`src/hdl/bgpfsm_pkg.sv`:
```
// Shared types and constants for the BGP peer session state machine.
`default_nettype none

package bgpfsm_pkg;

  typedef enum logic [2:0] {
    ST_IDLE        = 3'd0,
    ST_CONNECT     = 3'd1,
    ST_ACTIVE      = 3'd2,
    ST_OPENSENT    = 3'd3,
    ST_OPENCONFIRM = 3'd4,
    ST_ESTABLISHED = 3'd5
  } state_e;

  typedef enum logic [2:0] {
    ACT_NONE      = 3'd0,
    ACT_OPEN      = 3'd1,
    ACT_KEEPALIVE = 3'd2,
    ACT_NOTIFY    = 3'd3,
    ACT_CONNECT   = 3'd4
  } action_e;

  typedef enum logic [3:0] {
    KIND_OPEN      = 4'd0,
    KIND_KEEPALIVE = 4'd1,
    KIND_NOTIFY    = 4'd2,
    KIND_UPDATE    = 4'd3,
    KIND_TCP_EXC   = 4'd4,
    KIND_TIMER     = 4'd5,
    KIND_START     = 4'd6,
    KIND_STOP      = 4'd7,
    KIND_CONNECT   = 4'd8
  } kind_e;

  typedef enum logic [1:0] {
    CFG_LOCAL_AS  = 2'd0,
    CFG_HOLD_TIME = 2'd1,
    CFG_ROUTER_ID = 2'd2
  } cfg_idx_e;

  // sub_event codes
  localparam logic [1:0] TCP_CLOSE       = 2'd0;
  localparam logic [1:0] TCP_RETX_TMO    = 2'd2;
  localparam logic [1:0] TMR_CONN_RETRY  = 2'd0;
  localparam logic [1:0] TMR_HOLD        = 2'd1;
  localparam logic [1:0] TMR_KEEPALIVE   = 2'd2;
  localparam logic [1:0] SUB_EV_INVALID  = 2'd3;

  // notification error codes and subcodes
  localparam logic [2:0] ERR_NONE         = 3'd0;
  localparam logic [2:0] ERR_HEADER       = 3'd1;
  localparam logic [2:0] ERR_OPEN         = 3'd2;
  localparam logic [2:0] ERR_HOLD_EXPIRED = 3'd4;
  localparam logic [2:0] SUB_NONE         = 3'd0;
  localparam logic [2:0] SUB_VERSION      = 3'd1;
  localparam logic [2:0] SUB_BAD_LEN      = 3'd2;
  localparam logic [2:0] SUB_HOLD_TIME    = 3'd6;

  localparam logic [15:0] MIN_MSG_LEN   = 16'd19;
  localparam logic [15:0] MAX_MSG_LEN   = 16'd4096;
  localparam logic [7:0]  OPEN_VERSION  = 8'd4;
  localparam logic [15:0] HOLD_BAD_ONE  = 16'd1;
  localparam logic [15:0] HOLD_BAD_TWO  = 16'd2;
  localparam logic [15:0] HOLD_TIME_RST = 16'd180;

  localparam logic STATUS_OK       = 1'b0;
  localparam logic STATUS_REJECTED = 1'b1;

  typedef struct packed {
    logic [3:0]  kind;
    logic [15:0] msg_length;
    logic [7:0]  peer_version;
    logic [15:0] peer_hold_time;
    logic [1:0]  sub_event;
  } in_item_t;

  typedef struct packed {
    logic [2:0]  next_state;
    logic        status;
    logic [2:0]  action;
    logic [2:0]  notify_error;
    logic [2:0]  notify_subcode;
    logic [15:0] open_as_number;
    logic [15:0] open_hold_time;
    logic [31:0] open_router_id;
  } out_item_t;

  typedef struct packed {
    logic [15:0] as_number;
    logic [15:0] hold_time;
    logic [31:0] router_id;
  } cfg_t;

endpackage

`default_nettype wire

```
`src/hdl/bgp_peer_session_fsm_top.sv`:
```
// BGP peer session state machine: events in, next state and one action out.
// Each accepted event is registered in an input register, evaluated against
// the session state and written to an output register, from which its result
// is offered. One event is taken every cycle while the output side does not
// stall; the figure is set by the update of the 3-bit session state, which
// happens as an event moves into the output register. A stall on the output
// side holds the result and backs up into in_stall_o in the same cycle once
// the input register is also full. Configuration registers take effect for
// events evaluated after the write and should be written while no event is
// in flight.
`default_nettype none

module bgp_peer_session_fsm_top import bgpfsm_pkg::*; (
  input  wire logic        clk_i,
  input  wire logic        rst_ni,
  input  wire logic        cfg_we_i,
  input  wire logic [1:0]  cfg_index_i,
  input  wire logic [31:0] cfg_wdata_i,
  input  wire logic        in_valid_i,
  output logic             in_stall_o,
  input  in_item_t         in_item_i,
  output logic             out_valid_o,
  input  wire logic        out_stall_i,
  output out_item_t        out_item_o
);

  cfg_t      cfg;
  out_item_t result;
  logic      s1_valid_q, s1_valid_d;
  in_item_t  s1_item_q;
  logic      out_valid_q, out_valid_d;
  out_item_t out_item_q;
  logic      advance, in_accept;

  bgpfsm_cfg_regs u_cfg (
    .clk_i       (clk_i),
    .rst_ni      (rst_ni),
    .cfg_we_i    (cfg_we_i),
    .cfg_index_i (cfg_index_i),
    .cfg_wdata_i (cfg_wdata_i),
    .cfg_o       (cfg)
  );

  bgpfsm_session u_session (
    .clk_i    (clk_i),
    .rst_ni   (rst_ni),
    .adv_i    (advance),
    .item_i   (s1_item_q),
    .cfg_i    (cfg),
    .result_o (result)
  );

  assign advance    = s1_valid_q && (!out_valid_q || !out_stall_i);
  assign in_stall_o = s1_valid_q && !advance;
  assign in_accept  = in_valid_i && !in_stall_o;

  always_comb begin
    s1_valid_d = s1_valid_q;
    if (in_accept) s1_valid_d = 1'b1;
    else if (advance) s1_valid_d = 1'b0;
    out_valid_d = out_valid_q;
    if (advance) out_valid_d = 1'b1;
    else if (!out_stall_i) out_valid_d = 1'b0;
  end

  always_ff @(posedge clk_i or negedge rst_ni) begin
    if (!rst_ni) begin
      s1_valid_q  <= 1'b0;
      out_valid_q <= 1'b0;
    end else begin
      s1_valid_q  <= s1_valid_d;
      out_valid_q <= out_valid_d;
    end
  end

  always_ff @(posedge clk_i) begin
    if (in_accept) s1_item_q <= in_item_i;
    if (advance) out_item_q <= result;
  end

  assign out_valid_o = out_valid_q;
  assign out_item_o  = out_item_q;

endmodule

`default_nettype wire

```
`src/hdl/bgpfsm_cfg_regs.sv`:
```
// Configuration registers: local AS, proposed hold time, router id.
`default_nettype none

module bgpfsm_cfg_regs import bgpfsm_pkg::*; (
  input  wire logic        clk_i,
  input  wire logic        rst_ni,
  input  wire logic        cfg_we_i,
  input  wire logic [1:0]  cfg_index_i,
  input  wire logic [31:0] cfg_wdata_i,
  output cfg_t             cfg_o
);

  cfg_t cfg_q, cfg_d;

  always_comb begin
    cfg_d = cfg_q;
    if (cfg_we_i) begin
      unique case (cfg_idx_e'(cfg_index_i))
        CFG_LOCAL_AS:  cfg_d.as_number = cfg_wdata_i[15:0];
        CFG_HOLD_TIME: cfg_d.hold_time = cfg_wdata_i[15:0];
        CFG_ROUTER_ID: cfg_d.router_id = cfg_wdata_i;
        default: ;
      endcase
    end
  end

  always_ff @(posedge clk_i or negedge rst_ni) begin
    if (!rst_ni) begin
      cfg_q.as_number <= '0;
      cfg_q.hold_time <= HOLD_TIME_RST;
      cfg_q.router_id <= '0;
    end else begin
      cfg_q <= cfg_d;
    end
  end

  assign cfg_o = cfg_q;

endmodule

`default_nettype wire

```
`src/hdl/bgpfsm_session.sv`:
```
// Session state register and per-event transition and action logic.
`default_nettype none

module bgpfsm_session import bgpfsm_pkg::*; (
  input  wire logic clk_i,
  input  wire logic rst_ni,
  input  wire logic adv_i,
  input  in_item_t  item_i,
  input  cfg_t      cfg_i,
  output out_item_t result_o
);

  state_e  state_q, state_d, nxt;
  action_e act;
  logic    status;
  logic [2:0] err, sub;
  logic [1:0] ev;
  logic    len_bad, ver_bad, hold_bad;

  always_ff @(posedge clk_i or negedge rst_ni) begin
    if (!rst_ni) begin
      state_q <= ST_IDLE;
    end else begin
      state_q <= state_d;
    end
  end

  always_comb begin
    ev       = item_i.sub_event;
    len_bad  = (item_i.msg_length < MIN_MSG_LEN) || (item_i.msg_length > MAX_MSG_LEN);
    ver_bad  = (item_i.peer_version != OPEN_VERSION);
    hold_bad = (item_i.peer_hold_time == HOLD_BAD_ONE) ||
               (item_i.peer_hold_time == HOLD_BAD_TWO);
    nxt    = state_q;
    act    = ACT_NONE;
    status = STATUS_OK;
    err    = ERR_NONE;
    sub    = SUB_NONE;

    unique case (kind_e'(item_i.kind))
      KIND_OPEN: begin
        // checks in priority order: length, version, hold time
        if (len_bad) begin
          err = ERR_HEADER;
          sub = SUB_BAD_LEN;
        end else if (ver_bad) begin
          err = ERR_OPEN;
          sub = SUB_VERSION;
        end else if (hold_bad) begin
          err = ERR_OPEN;
          sub = SUB_HOLD_TIME;
        end
        if (len_bad || ver_bad || hold_bad) begin
          status = STATUS_REJECTED;
          nxt    = ST_IDLE;
          act    = ACT_NOTIFY;
        end else if (state_q == ST_OPENSENT) begin
          nxt = ST_OPENCONFIRM;
          act = ACT_KEEPALIVE;
        end else begin
          nxt = ST_IDLE;
        end
      end
      KIND_KEEPALIVE: begin
        if (state_q == ST_OPENCONFIRM) begin
          nxt = ST_ESTABLISHED;
        end else if (state_q == ST_ESTABLISHED) begin
          act = ACT_KEEPALIVE;
        end else begin
          nxt = ST_IDLE;
        end
      end
      KIND_NOTIFY: nxt = ST_IDLE;
      KIND_UPDATE: begin
        if (state_q != ST_ESTABLISHED) nxt = ST_IDLE;
      end
      KIND_TCP_EXC: begin
        if (ev != SUB_EV_INVALID) begin
          unique case (state_q)
            ST_CONNECT:     nxt = (ev == TCP_RETX_TMO) ? ST_ACTIVE : ST_IDLE;
            ST_ACTIVE: begin
              if (ev != TCP_RETX_TMO) nxt = ST_IDLE;
            end
            ST_OPENSENT:    nxt = (ev == TCP_CLOSE) ? ST_ACTIVE : ST_IDLE;
            ST_OPENCONFIRM: nxt = ST_IDLE;
            ST_ESTABLISHED: nxt = ST_IDLE;
            default: ;
          endcase
        end
      end
      KIND_TIMER: begin
        if (ev != SUB_EV_INVALID) begin
          unique case (state_q)
            ST_CONNECT: begin
              if (ev != TMR_CONN_RETRY) nxt = ST_IDLE;
            end
            ST_ACTIVE: begin
              if (ev == TMR_CONN_RETRY) begin
                nxt = ST_CONNECT;
                act = ACT_CONNECT;
              end else begin
                nxt = ST_IDLE;
              end
            end
            ST_OPENSENT: nxt = ST_IDLE;
            ST_OPENCONFIRM: begin
              if (ev == TMR_KEEPALIVE) begin
                act = ACT_KEEPALIVE;
              end else begin
                nxt = ST_IDLE;
                if (ev == TMR_HOLD) begin
                  err = ERR_HOLD_EXPIRED;
                  act = ACT_NOTIFY;
                end
              end
            end
            ST_ESTABLISHED: begin
              if (ev == TMR_KEEPALIVE) act = ACT_KEEPALIVE;
              else nxt = ST_IDLE;
            end
            default: ;
          endcase
        end
      end
      KIND_START: begin
        // an out-of-range state code behaves like idle
        if (state_q == ST_IDLE || state_q > ST_ESTABLISHED) begin
          nxt = ST_CONNECT;
          act = ACT_CONNECT;
        end
      end
      KIND_STOP: nxt = ST_IDLE;
      KIND_CONNECT: begin
        if (state_q == ST_CONNECT || state_q == ST_ACTIVE) begin
          nxt = ST_OPENSENT;
          act = ACT_OPEN;
        end else begin
          nxt = ST_IDLE;
        end
      end
      default: ;
    endcase

    state_d = adv_i ? nxt : state_q;

    result_o.next_state     = nxt;
    result_o.status         = status;
    result_o.action         = act;
    result_o.notify_error   = (act == ACT_NOTIFY) ? err : ERR_NONE;
    result_o.notify_subcode = (act == ACT_NOTIFY) ? sub : SUB_NONE;
    result_o.open_as_number = (act == ACT_OPEN) ? cfg_i.as_number : '0;
    result_o.open_hold_time = (act == ACT_OPEN) ? cfg_i.hold_time : '0;
    result_o.open_router_id = (act == ACT_OPEN) ? cfg_i.router_id : '0;
  end

endmodule

`default_nettype wire

```
`config.mk`:
```
export PLATFORM = sky130hd
export DESIGN_NAME = bgp_peer_session_fsm_top
export DESIGN_NICKNAME = d
export VERILOG_FILES = /design/src/hdl/bgpfsm_pkg.sv /design/src/hdl/bgp_peer_session_fsm_top.sv /design/src/hdl/bgpfsm_cfg_regs.sv /design/src/hdl/bgpfsm_session.sv
export SDC_FILE = /design/constraint.sdc
export NUM_CORES = 1
export LEC_CHECK = 0
export BUFFER_PORTS_ARGS = -buffer_cell sky130_fd_sc_hd__buf_2
export CAP_MARGIN = 40
export CORE_MARGIN = 5
export CORE_UTILIZATION = 35
export CTS_CLUSTER_DIAMETER = 80
export DETAILED_ROUTE_END_ITERATION = 7
export GPL_ROUTABILITY_DRIVEN = 1
export PLACE_DENSITY = 0.64
export SYNTH_ARGS = -nofsm -noshare
export SYNTH_HDL_FRONTEND = slang
export SYNTH_SLANG_ARGS = --single-unit
export TNS_END_PERCENT = 10
```
`constraint.sdc`:
```
create_clock -name clk_i -period 4.6 [get_ports clk_i]
set_input_delay 0.46 -clock clk_i [delete_from_list [all_inputs] [get_ports clk_i]]
set_output_delay 0.46 -clock clk_i [all_outputs]
set_load 0.02 [all_outputs]
```
# Word level (Yosys, flattened, before mapping)
# Cells that the tools add are included.
# W data, S select, Z words.
[word_totals]
regBits = 192
input_bits = 85
out_inout_bits = 79
elab_cells = 126
[classes]
magnitude_cmp = 3
eq_ne = 26
mux = 46
bitwise_logic = 2
n_reduce_logical = 28
[op_table]
columns = ["op", "n"]
rows = [
  ["$mux W3", 24],
  ["$pmux W3 S4", 2],
  ["$pmux W3 S8", 1],
  ["$mux W2", 9],
  ["$eq A16 B1 Y1 const B", 1],
  ["$eq A16 B2 Y1 const B", 1],
  ["$eq A4 B3 Y1 const B", 4],
  ["$gt A16 B13 Y1 const B", 1],
  ["$lt A16 B5 Y1 const B", 1],
  ["$pmux W3 S5", 1],
  ["$eq A3 B2 Y1 const B", 3],
  ["$pmux W3 S3", 1],
  ["$eq A4 B2 Y1 const B", 2],
  ["$ne A8 B3 Y1 const B", 1],
  ["$reduce_and A2 Y1", 4],
  ["$logic_or A1 B1 Y1", 7],
  ["$mux W1", 7],
  ["$eq A3 B1 Y1 const B", 2],
  ["$eq A3 B3 Y1 const B", 2],
  ["$pmux W3 S2", 1],
  ["$eq A2 B1 Y1 const B", 2],
  ["$eq A2 B2 Y1 const B", 2],
  ["$eq A4 B1 Y1 const B", 1],
  ["$eq A4 B4 Y1 const B", 1],
  ["14 further kinds", 24],
]

# Logic depth before layout (Yosys ltp)
# Gate-level depths: netlist of run 1.
[depth]
word_depth = 9
depth_mapped = 8
depth_no_buf = 7

# Modules after synthesis
# From an unflattened synthesis of run 1, not the netlist that was laid out.
[unflattened]
hier_cells = 537
hier_area_um2 = 7778.7
[modules_own_cells]
columns = ["mod", "n_inst", "cells_each", "area_each_um2", "seq_area_each_um2"]
rows = [
  ["bgp_peer_session_fsm_top", 1, 131, 3786.1, 3743.6],
  ["bgpfsm_cfg_regs", 1, 136, 2409.8, 1606.5],
  ["bgpfsm_session", 1, 270, 1582.8, 75.1],
]

# Worst setup path after synthesis of run 1
# OpenSTA, ideal clock, no wires.
[synth_timing]
path_type = "input -> register"
start = "input out_stall_i"
end = "register u_session.state_q[1]"
arrival_time_ps = 4928
slack_ps = -449
stages = 5
cell_sequence = "a21boi_1 > and2_1 > nand2_1 > o22ai_1 > nand2_1"
[synth_via]
elab_chain_len = 3
[synth_lines]
columns = ["item", "line_no", "text"]
rows = [
  ["start, declared", "bgp_peer_session_fsm_top.sv:23", "input wire logic out_stall_i,"],
  ["$logic_not A1 Y1", "-", ""],
  ["$logic_or A1 B1 Y1", "bgp_peer_session_fsm_top.sv:53", "assign advance = s1_valid_q && (!out_valid_q || !out_stall_i);"],
  ["$logic_and A1 B1 Y1", "bgp_peer_session_fsm_top.sv:53", ""],
  ["end signal, assigned", "bgpfsm_session.sv:24", "state_q <= state_d;"],
  ["end, declared", "bgpfsm_session.sv:13", "state_e state_q, state_d, nxt;"],
]
# Every way passes these cells.
# A chain may end at the register's enable or synchronous reset.

# Worst setup path after layout of run 1
[layout_timing]
start = "register u_session.state_q[0]"
end = "register out_item_q, in the netlist out_item_o[69] (data pin)"
[layout_via]
elab_chain_len = 5
word_cells_on_any_way = 22
classes_between = "1 x order compare; 6 x eq/ne; 12 x mux; 3 x reduce/logical"
[layout_lines]
columns = ["item", "line_no", "text"]
rows = [
  ["$gt A3 B3 Y1 (tied with other cells)", "bgpfsm_session.sv:127", "if (state_q == ST_IDLE || state_q > ST_ESTABLISHED) begin"],
  ["$logic_or A1 B1 Y1 (tied with other cells)", "bgpfsm_session.sv:127", ""],
  ["$mux W3 (tied with other cells)", "bgpfsm_session.sv:127", ""],
  ["$pmux W3 S5", "bgpfsm_session.sv:40", "unique case (kind_e'(item_i.kind))"],
  ["$eq A3 B2 Y1", "bgpfsm_session.sv:149", "result_o.notify_error = (act == ACT_NOTIFY) ? err : ERR_NONE;"],
  ["end signal, assigned", "bgp_peer_session_fsm_top.sv:78", "if (advance) out_item_q <= result;"],
  ["end, declared", "bgp_peer_session_fsm_top.sv:32", "out_item_t out_item_q;"],
]
# Several ways; a longest one is shown, not always the timed one.

==> results.toml, run 1 <==
[critical_path]
critPathMaxFanout = 39
worst-path-buf-inv = 2
path_class = "flop to flop"
endpoint_kind = "flop"
arrival_ps = 2720
crit_chain = "inv_1 > nor4_1 > a22oi_1 > o21a_2 > buf_16 > a2111oi_4"
startpoint_type = "flop"
slowest_delay_ps = 610
cp.depth = 6
worstPathRequired_ps = 4830
worstRegToRegCells = 6
slowest_stage = "dfrtp_1"
crit_family = "compound AO/OA/AOI/OAI gates"

[placed_design]
port_buffers = 163
place_area_um2 = 8750
dpl.hpwl_mm = 11.0
gp_congestion = 0.844

[pwr]
power.clock.fraction_pct = 34.1
p_switching_uw = 1150
sw_frac_of_total_pct = 26.8
cellPowerDensity_nw_per_um2 = 460
intPower_uw = 3150
power_frac_seq_pct = 51.6
p_leak_uw = 0.00400
pwr-share-comb_pct = 14.3
ir_drop_uv = 250

[cts]
cts_num_sinks = 192
post_cts_buffers = 0
htreeDepth = 4
clk_pin_slew_ps = 70
insertion_delay_ps = 430
cts_buffers = 17
cts_tree = "done"
cts_buffer_depth = 2
clock_tree.root_cell = "clkbuf_16"

[floorplan]
dieArea_um2 = 24500
core-area_um2 = 21100
die_h_um = 157
io-pin-count = 164
chipWidth_um = 157
initial_utilization_pct = 35.6
rows = 53

[route]
wl_mm = 15.3
drtPass1Iterations = 4
drc = 0
wl_per_cell_um = 16.5
viasPerCell = 4.84
via_count = 4489
antenna_left = 0
drtIter0Drc = 350

[layout]
stdcell_area_um2 = 9350
drive_gt1_share_pct = 39.3
final_cell_mix = "162 x buf_2, 123 x edfxtp_1, 65 x dfrtp_1, 59 x and3_1, 34 x mux2_2"
n_fill_cell = 1886
layout_commonest_cell = "buf_2"
area_growth_pct = 24.5
nets = 728

[timing]
clock_skew_ps = 9.52
min_period_ps = 2490
post-route-period-util_pct = 54.1
setup-tns-final_ps = 0
drv_slew = 0
slew_headroom_pct = 57.5
hold_slack_ps = 206
finalSetupViolCount = 0
fmax_mhz = 402
worstMarginPinSlew_ps = 622
rsz0062_at_grt = "false"
hold_viol = 0

[synthesis]
synthFlopType = "edfxtp_1"
synth_area_um2 = 7510
syn_inst = 473
ys_ff_latch = 192
seq_area_frac_synth_pct = 72.2
synth.distinct_cells = 53
synth.avg_cell_area_um2 = 15.9
synth_edf_count = 123
yosys_warnings = 0
synth-async-reset-ratio_pct = 35.9
synth_fp_nets = 562

[min_path]
hold_class = "primary input to flop"
worstHoldPathCells = 1

[global_routing]
grt_pass1_vias = 4756
antenna_found_initial = 1
grt_max_degree = 66
grt_overflow = 0
grt_pass1_wl_mm = 24.7
grt_use_total_pct = 12.9

[status]
status = "completed"

[run]
drv_cap = 0
## power by group through the flow
stage	logic, uW	registers [uW]	clock network [uW]
CTS	628	2220	1520
global route	680	2250	1590
global placement	595	2250	0
finish	617	2220	1470
floorplan	310	2330	0
detailed placement	627	2260	0
## synth_stat cells (3+ instances only)
library cell	number	area, um2
o211ai_1	3	22.5
clkbuf_1	22	82.6
nor2_1	13	48.8
a211o_1	3	26.3
nand2b_1	6	37.5
dfstp_2	4	105
a22oi_1	3	22.5
and4_1	5	43.8
nor3_1	4	20.0
ha_1	4	50.1
nand3_1	7	35.0
o21ai_0	3	15.0
nand2_1	13	48.8
edfxtp_1	123	3690
buf_1	3	11.3
mux2_2	34	383
inv_1	7	26.3
dfrtp_1	65	1630
nor4_1	6	37.5
nand3b_1	4	30.0
and3_1	59	369
nor2b_1	3	18.8
a21oi_1	3	15.0
mux2_1	33	372
a21o_1	3	22.5
a31oi_1	5	31.3
## sequential cells by signal (all words and copies together), names as in the netlist
name,cells
u_cfg.cfg_o,64
s1_item_q,46
s1_valid_q,1
out_valid_o,1
out_item_o,77
u_session.state_q,3
## through the flow
stage | util, % | power [uW] | setup slack (ps) | std cells
after CTS | 44.3 | 4370 | 2120 | 927
final | 44.4 | 4310 | 2110 | 928
after detailed placement | 41.5 | 2890 | 2150 | 894
after global placement | 40.9 | 2840 | 2160 | 888
after global routing | 44.3 | 4520 | 1900 | 927
after floorplan | - | 2640 | 1090 | 473
## metal layers
metal  vias to the layer above  GRT usage [%]  share of wire [%]
met4                         2           4.75                2.2
met5                         -              0              0.046
met3                        23           5.01                8.3
met2                       149           21.0                 48
li1                       2131              -                  -
met1                      2184           15.5                 41
## path summary, 6_finish.rpt
kind	startpoint	endpoint	slack [ps]
hold reg to reg	u_cfg.cfg_o[62]	u_cfg.cfg_o[62]	480
min in group asynchronous	rst_ni	u_session.state_q[2]	520
max in group asynchronous	rst_ni	u_cfg.cfg_o[36]	3460
hold / removal	in_item_i[17]	s1_item_q[17]	210
setup / recovery	u_session.state_q[0]	out_item_o[69]	2110
setup reg to reg	u_session.state_q[0]	out_item_o[69]	2110
## worst reg2reg max path: stages, from the launching register on
cell and delay (ps):
dfrtp_1 610, inv_1 210, nor4_1 300, a22oi_1 150
o21a_2 420, buf_16 260, a2111oi_4 360
## layout make-up
type | instances | area [um2] | area share, %
inverters | 8 | 30.0 | 0.321
well taps | 275 | 344 | 3.68
flip-flops and latches | 192 | 5430 | 58.0
clock buffers | 17 | 425 | 4.55
clock inverters | 15 | 165 | 1.77
diodes | 1 | 2.50 | 0.0268
repair buffers | 174 | 980 | 10.5
multi-input cells | 246 | 1980 | 21.2
## logic make-up after synthesis
family / share of synthesized area, %
AND/OR/NAND/NOR: 10.6
XOR/XNOR: 0.117
adder cells (fa/ha/maj): 0.666
flip-flops: 72.2
multiplexers: 10.0
AO/OA/AOI/OAI: 4.61
buffers and inverters: 1.78
## timing repair
item,CTS,global route
hold endpoints to repair,28,0
gates resized for setup,0,0
hold buffers,1,0
Power figures use the tool's default switching activity.
==> run 2: changes to the inputs <==
--- a/config.mk
+++ b/config.mk
@@ -5,6 +5,7 @@
 export SDC_FILE = /design/constraint.sdc
 export NUM_CORES = 1
 export LEC_CHECK = 0
+export ABC_AREA = 1
 export BUFFER_PORTS_ARGS = -buffer_cell sky130_fd_sc_hd__buf_2
 export CAP_MARGIN = 40
 export CORE_MARGIN = 5
@@ -12,7 +13,7 @@
 export CTS_CLUSTER_DIAMETER = 80
 export DETAILED_ROUTE_END_ITERATION = 7
 export GPL_ROUTABILITY_DRIVEN = 1
-export PLACE_DENSITY = 0.64
+export PLACE_DENSITY = 0.63
 export SYNTH_ARGS = -nofsm -noshare
 export SYNTH_HDL_FRONTEND = slang
 export SYNTH_SLANG_ARGS = --single-unit
==> constraint.sdc (replaced) <==
create_clock -name clk_i -period 2.12 [get_ports clk_i]
set_input_delay 0.212 -clock clk_i [delete_from_list [all_inputs] [get_ports clk_i]]
set_output_delay 0.212 -clock clk_i [all_outputs]
set_load 0.02 [all_outputs]
==> results.toml, run 2 <==
[status]
status = "completed"

[layout]
stdcell_area_um2 = 10300
layout_commonest_cell = "buf_2"
largest_reg_flops = 77
multi_input_area_um2 = 2010
diodes = 0
seqCellArea_um2 = 5430
n_fill_cell = 2051
drive_gt1_share_pct = 33.0
final_cell_mix = "162 x buf_2, 123 x edfxtp_1, 99 x inv_1, 96 x nand2_1, 64 x dfrtp_1"
finish.utilization_pct = 45.4
area_growth_pct = 28.0
nets = 970

[synthesis]
ys_ff_latch = 192
yosysTopAreaCell = "edfxtp_1"
seq_area_frac_synth_pct = 67.6
synthFlopType = "edfxtp_1"
synth-async-reset-ratio_pct = 35.9
syn_inst = 659
synth_edf_count = 123
synth_fp_nets = 748
yosys_warnings = 0
synth_top_area_share_pct = 46.0
synth.avg_cell_area_um2 = 12.2
synthTopCellsByCount = "123 x edfxtp_1, 101 x inv_1, 99 x nand2_1"
synth.area.top_cells = "edfxtp_1 46%, dfrtp_1 20%, nor2_4 8.7%, inv_1 4.7%, nand2_1 4.6%"
synth.distinct_cells = 29
synth_area_um2 = 8030
yosysMostFrequentCell = "edfxtp_1"

[global_routing]
grt_pass1_vias = 5233
grt_max_degree = 53
antenna_found_initial = 0
grt_pass1_wl_mm = 27.5
grt_use_total_pct = 13.5
grt_overflow = 0

[floorplan]
io-pin-count = 164
dieArea_um2 = 26100
die_h_um = 161
chipWidth_um = 161
core-area_um2 = 22600
initial_utilization_pct = 35.4
rows = 55

[cts]
clock_tree.root_cell = "clkbuf_16"
cts_buffer_depth = 2
hold_buffers = 47
cts_num_sinks = 192
cts_tree = "done"
cts_buffers = 17
clk_pin_slew_ps = 70
post_cts_buffers = 0
insertion_delay_ps = 420
htreeDepth = 4
cts_resized = 0

[route]
antenna_left = 0
drtPass1Iterations = 4
drtIter0Drc = 264
via_count = 5139
viasPerCell = 4.36
wl_per_cell_um = 14.4
wl_mm = 17.0
drc = 0

[critical_path]
r2r_setup_slack_ps = 130
path_class = "flop to flop"
crit_top_cell = "nand2_1"
crit_chain = "inv_1 > ha_1 > nand4_1 > nand2_1 > nand3_1 > nand2_1 > inv_2 > nand3b_4 > buf_12 > nor2_1"
worstPathRequired_ps = 2290
slowest_delay_ps = 430
worst-path-buf-inv = 3
arrival_ps = 2160
slowest_stage = "edfxtp_1"
endpoint_kind = "flop"
cp.depth = 10
worstRegToRegCells = 10
startpoint_type = "flop"
crit_family = "simple AND/OR/NAND/NOR gates"
critPathMaxFanout = 23

[timing]
hold_viol = 0
slew_headroom_pct = 58.4
clock_skew_ps = 9.57
post-route-period-util_pct = 93.8
min_period_ps = 1990
fmax_mhz = 503
finalSetupViolCount = 0
hold_slack_ps = 35.4
drv_slew = 0
setup-tns-final_ps = 0
worstMarginPinSlew_ps = 624
rsz0062_at_grt = "false"

[min_path]
worstHoldPathCells = 3
hold_class = "primary input to flop"

[pwr]
cellPowerDensity_nw_per_um2 = 895
p_leak_uw = 0.00445
ir_drop_uv = 485

[placed_design]
port_buffers = 163
place_area_um2 = 9200
dpl.hpwl_mm = 12.0
gp_congestion = 0.840

[run]
drv_cap = 0
run 2: changes by cell type after synthesis, sizes merged, moves of 9 or more:
| cell | delta |
|---|---|
| nor2 | +110 |
| inv | +98 |
| nand2 | +88 |
| mux2 | -67 |
| and3 | -59 |
| o21ai | +51 |
| a21oi | +15 |
| clkbuf | -10 |
| nand3 | +9 |
run 2: metrics by stage:
step / setup WS, ps / total power (uW) / cells
floorplan: -20.9 / 5510 / 659
global placement: 228 / 5930 / 1100
detailed placement: 153 / 5970 / 1100
CTS: 133 / 9310 / 1179
global route: 15.6 / 9630 / 1179
finish: 132 / 9190 / 1179
run 2: where the power goes:
group | internal [uW] | leakage, uW | switching [uW]
Clock | 1780 | 0.000291 | 1480
Combinational | 433 | 0.00213 | 865
Sequential | 4460 | 0.00203 | 177
Total | 6670 | 0.00445 | 2520
run 2: routing by layer:
layer	global-route usage [%]	part of all wire [%]
met1	16.8	43
met2	23.3	51
met3	2.68	3.9
met4	5.00	2.6
met5	0	0
run 2: path summary, 6_finish.rpt:
check / endpoint / startpoint
min in group asynchronous: u_cfg.cfg_o[27] / rst_ni
hold / removal: u_cfg.cfg_o[18] / cfg_wdata_i[18]
max in group asynchronous: u_cfg.cfg_o[29] / rst_ni
hold reg to reg: u_cfg.cfg_o[52] / u_cfg.cfg_o[52]
setup / recovery: out_item_o[0] / s1_item_q[0]
setup reg to reg: out_item_o[0] / s1_item_q[0]
run 2: final cells by class:
cell class	count	area share, %
flip-flops and latches	192	52.8
clock buffers	17	4.14
inverters	106	3.91
clock inverters	15	1.68
repair buffers	224	14.4
multi-input cells	340	19.5
well taps	285	3.47
run 2: kinds of logic (layout without fill, tap and decap cells):
family          Yosys count  in the layout  synth area share (%)
compound gates           78             78                  5.11
fa+ha+maj                 4              4                 0.624
buf+inv                 127            362                  7.47
flops                   192            192                  67.6
simple gates            258            258                  19.2
run 2: worst register-to-register path: cells and delay by family, from the launching register on:
family / cells / cell delay, ps
simple gates: 6 / 640
fa+ha+maj: 1 / 220
buf+inv: 3 / 450
flops: 1 / 430
==> run 3: changes to the inputs <==
--- a/config.mk
+++ b/config.mk
@@ -14,6 +14,8 @@
 export DETAILED_ROUTE_END_ITERATION = 7
 export GPL_ROUTABILITY_DRIVEN = 1
 export PLACE_DENSITY = 0.63
+export SETUP_SLACK_MARGIN = 0.15
+export SLEW_MARGIN = 20
 export SYNTH_ARGS = -nofsm -noshare
 export SYNTH_HDL_FRONTEND = slang
 export SYNTH_SLANG_ARGS = --single-unit
==> results.toml, run 3 (synthesized netlist as in run 2, its figures left out) <==
[status]
violations = "design-rule violations"
status = "finished, violations left"

[cts]
cts_buffers = 17
insertion_delay_ps = 430
htreeDepth = 4
cts_num_sinks = 192
clk_pin_slew_ps = 70
clock_tree.root_cell = "clkbuf_16"
cts_buffer_depth = 2
cts_tree = "done"

[layout]
largest_reg_flops = 77
finish.utilization_pct = 46.4
final_cell_mix = "162 x buf_2, 123 x edfxtp_1, 97 x inv_1, 95 x nand2_1, 63 x nor2_4"
drive_gt1_share_pct = 34.9
area_growth_pct = 30.8
diodes = 0
fin_cells = 1191
nets = 982
layout_commonest_cell = "buf_2"

[global_routing]
grt_use_total_pct = 13.5
grt_overflow = 0
grt_pass1_vias = 5228
antenna_found_initial = 0
grt_pass1_wl_mm = 27.5
grt_max_degree = 53

[pwr]
p_switching_uw = 2540
p_leak_uw = 0.00456
ir_drop_uv = 487
sw_frac_of_total_pct = 27.5
intPower_uw = 6700
power.clock.fraction_pct = 35.3
pwr-share-comb_pct = 14.5
power_frac_seq_pct = 50.2
cellPowerDensity_nw_per_um2 = 880

[timing]
rsz0062_at_grt = "true"
setup-tns-final_ps = 0
clock_skew_ps = 10.2
post-route-period-util_pct = 89.3
fmax_mhz = 528
finalSetupViolCount = 0
drv_slew = 0
worstMarginPinSlew_ps = 628
slew_headroom_pct = 58.2
min_period_ps = 1890
setup_slack_ps = 227
hold_slack_ps = 38.2
hold_viol = 0

[min_path]
hold_class = "primary input to flop"

[placed_design]
port_buffers = 163
gp_congestion = 0.840
dpl.hpwl_mm = 12.0
place_ws_ps = 153
dp.cells = 1100

[floorplan]
io-pin-count = 164
dieArea_um2 = 26100
chipWidth_um = 161
initial_utilization_pct = 35.4
core-area_um2 = 22600
rows = 55
die_h_um = 161

[route]
drtIter0Drc = 302
antenna_left = 0
wl_per_cell_um = 14.9
wl_mm = 17.8
drc = 1
viasPerCell = 4.39
via_count = 5226
drtPass1Iterations = 6

[critical_path]
worstPathRequired_ps = 2300
r2r_setup_slack_ps = 230
endpoint_kind = "flop"
path_class = "flop to flop"
critPathMaxFanout = 6
arrival_ps = 2070
startpoint_type = "flop"

[run]
drv_cap = 0
## run 3: changes by cell type in the layout (fill, tap and decap cells not counted), moves of 2 or more
cell / previous run / this run
dfrtp_2: 1 / 3
buf_6: 0 / 2
nor2_2: 4 / 6
dfrtp_1: 64 / 62
nor2_1: 57 / 54
clkbuf_16: 17 / 22
buf_4: 8 / 12
inv_2: 5 / 7
inv_1: 99 / 97
## run 3: final cells by class
type | instances | area [um2]
fill | 2022 | 12100
sequential | 192 | 5430
multi-input combinational | 340 | 2030
timing repair buffer | 236 | 1690
clock buffer | 17 | 425
inverter | 106 | 402
tap | 285 | 357
clock inverter | 15 | 173
## run 3: worst paths after layout
| check | start | depth (start not counted) | endpoint |
|---|---|---|---|
| max | s1_item_q[0] | 9 | out_item_o[62] |
| min | cfg_wdata_i[27] | 3 | u_cfg.cfg_o[27] |
| max reg2reg | s1_item_q[0] | 9 | out_item_o[62] |
| min reg2reg | u_cfg.cfg_o[13] | 2 | u_cfg.cfg_o[13] |
| max in group asynchronous | rst_ni | 3 | u_cfg.cfg_o[29] |
| min in group asynchronous | rst_ni | 2 | u_cfg.cfg_o[27] |
## run 3: repair_timing
item	CTS	global route
cloned	0	6
gates resized for setup	1	11
pin swaps	0	3
hold endpoints to repair	86	0
hold buffers	47	0
endpoints found under the setup margin	1	67
buffers inserted	0	6
## run 3: stage by stage
stage                     total power, uW  area (um2)
after floorplan                      5510        8040
after global placement               5930        9200
after detailed placement             5970        9200
after CTS                            9310       10300
after global routing                 9680       10500
final                                9240       10500
## run 3: critical path, stage by stage, from the launching register on
cell and delay, ps:
edfxtp_1 430, buf_4 160, ha_1 210, nand3_2 100
nor2_4 50, nor2_2 130, nand3b_4 190, clkbuf_16 170
clkbuf_16 180, nor2_4 30
## run 3: metal layers
layer  wire length (um)  GRT usage [%]  vias to the layer above
met5                  0              0                        -
met4                429           5.00                        0
met3                700           2.68                       26
met2               9140           23.3                      132
met1               7520           16.8                     2468
li1                   -              -                     2600
## run 3: power by group through the flow
stage,Combinational (uW),Sequential (uW),Clock [uW]
floorplan,642,4870,0
global route,1480,4690,3510
CTS,1320,4640,3340
global placement,1230,4700,0
detailed placement,1250,4710,0
finish,1340,4640,3270
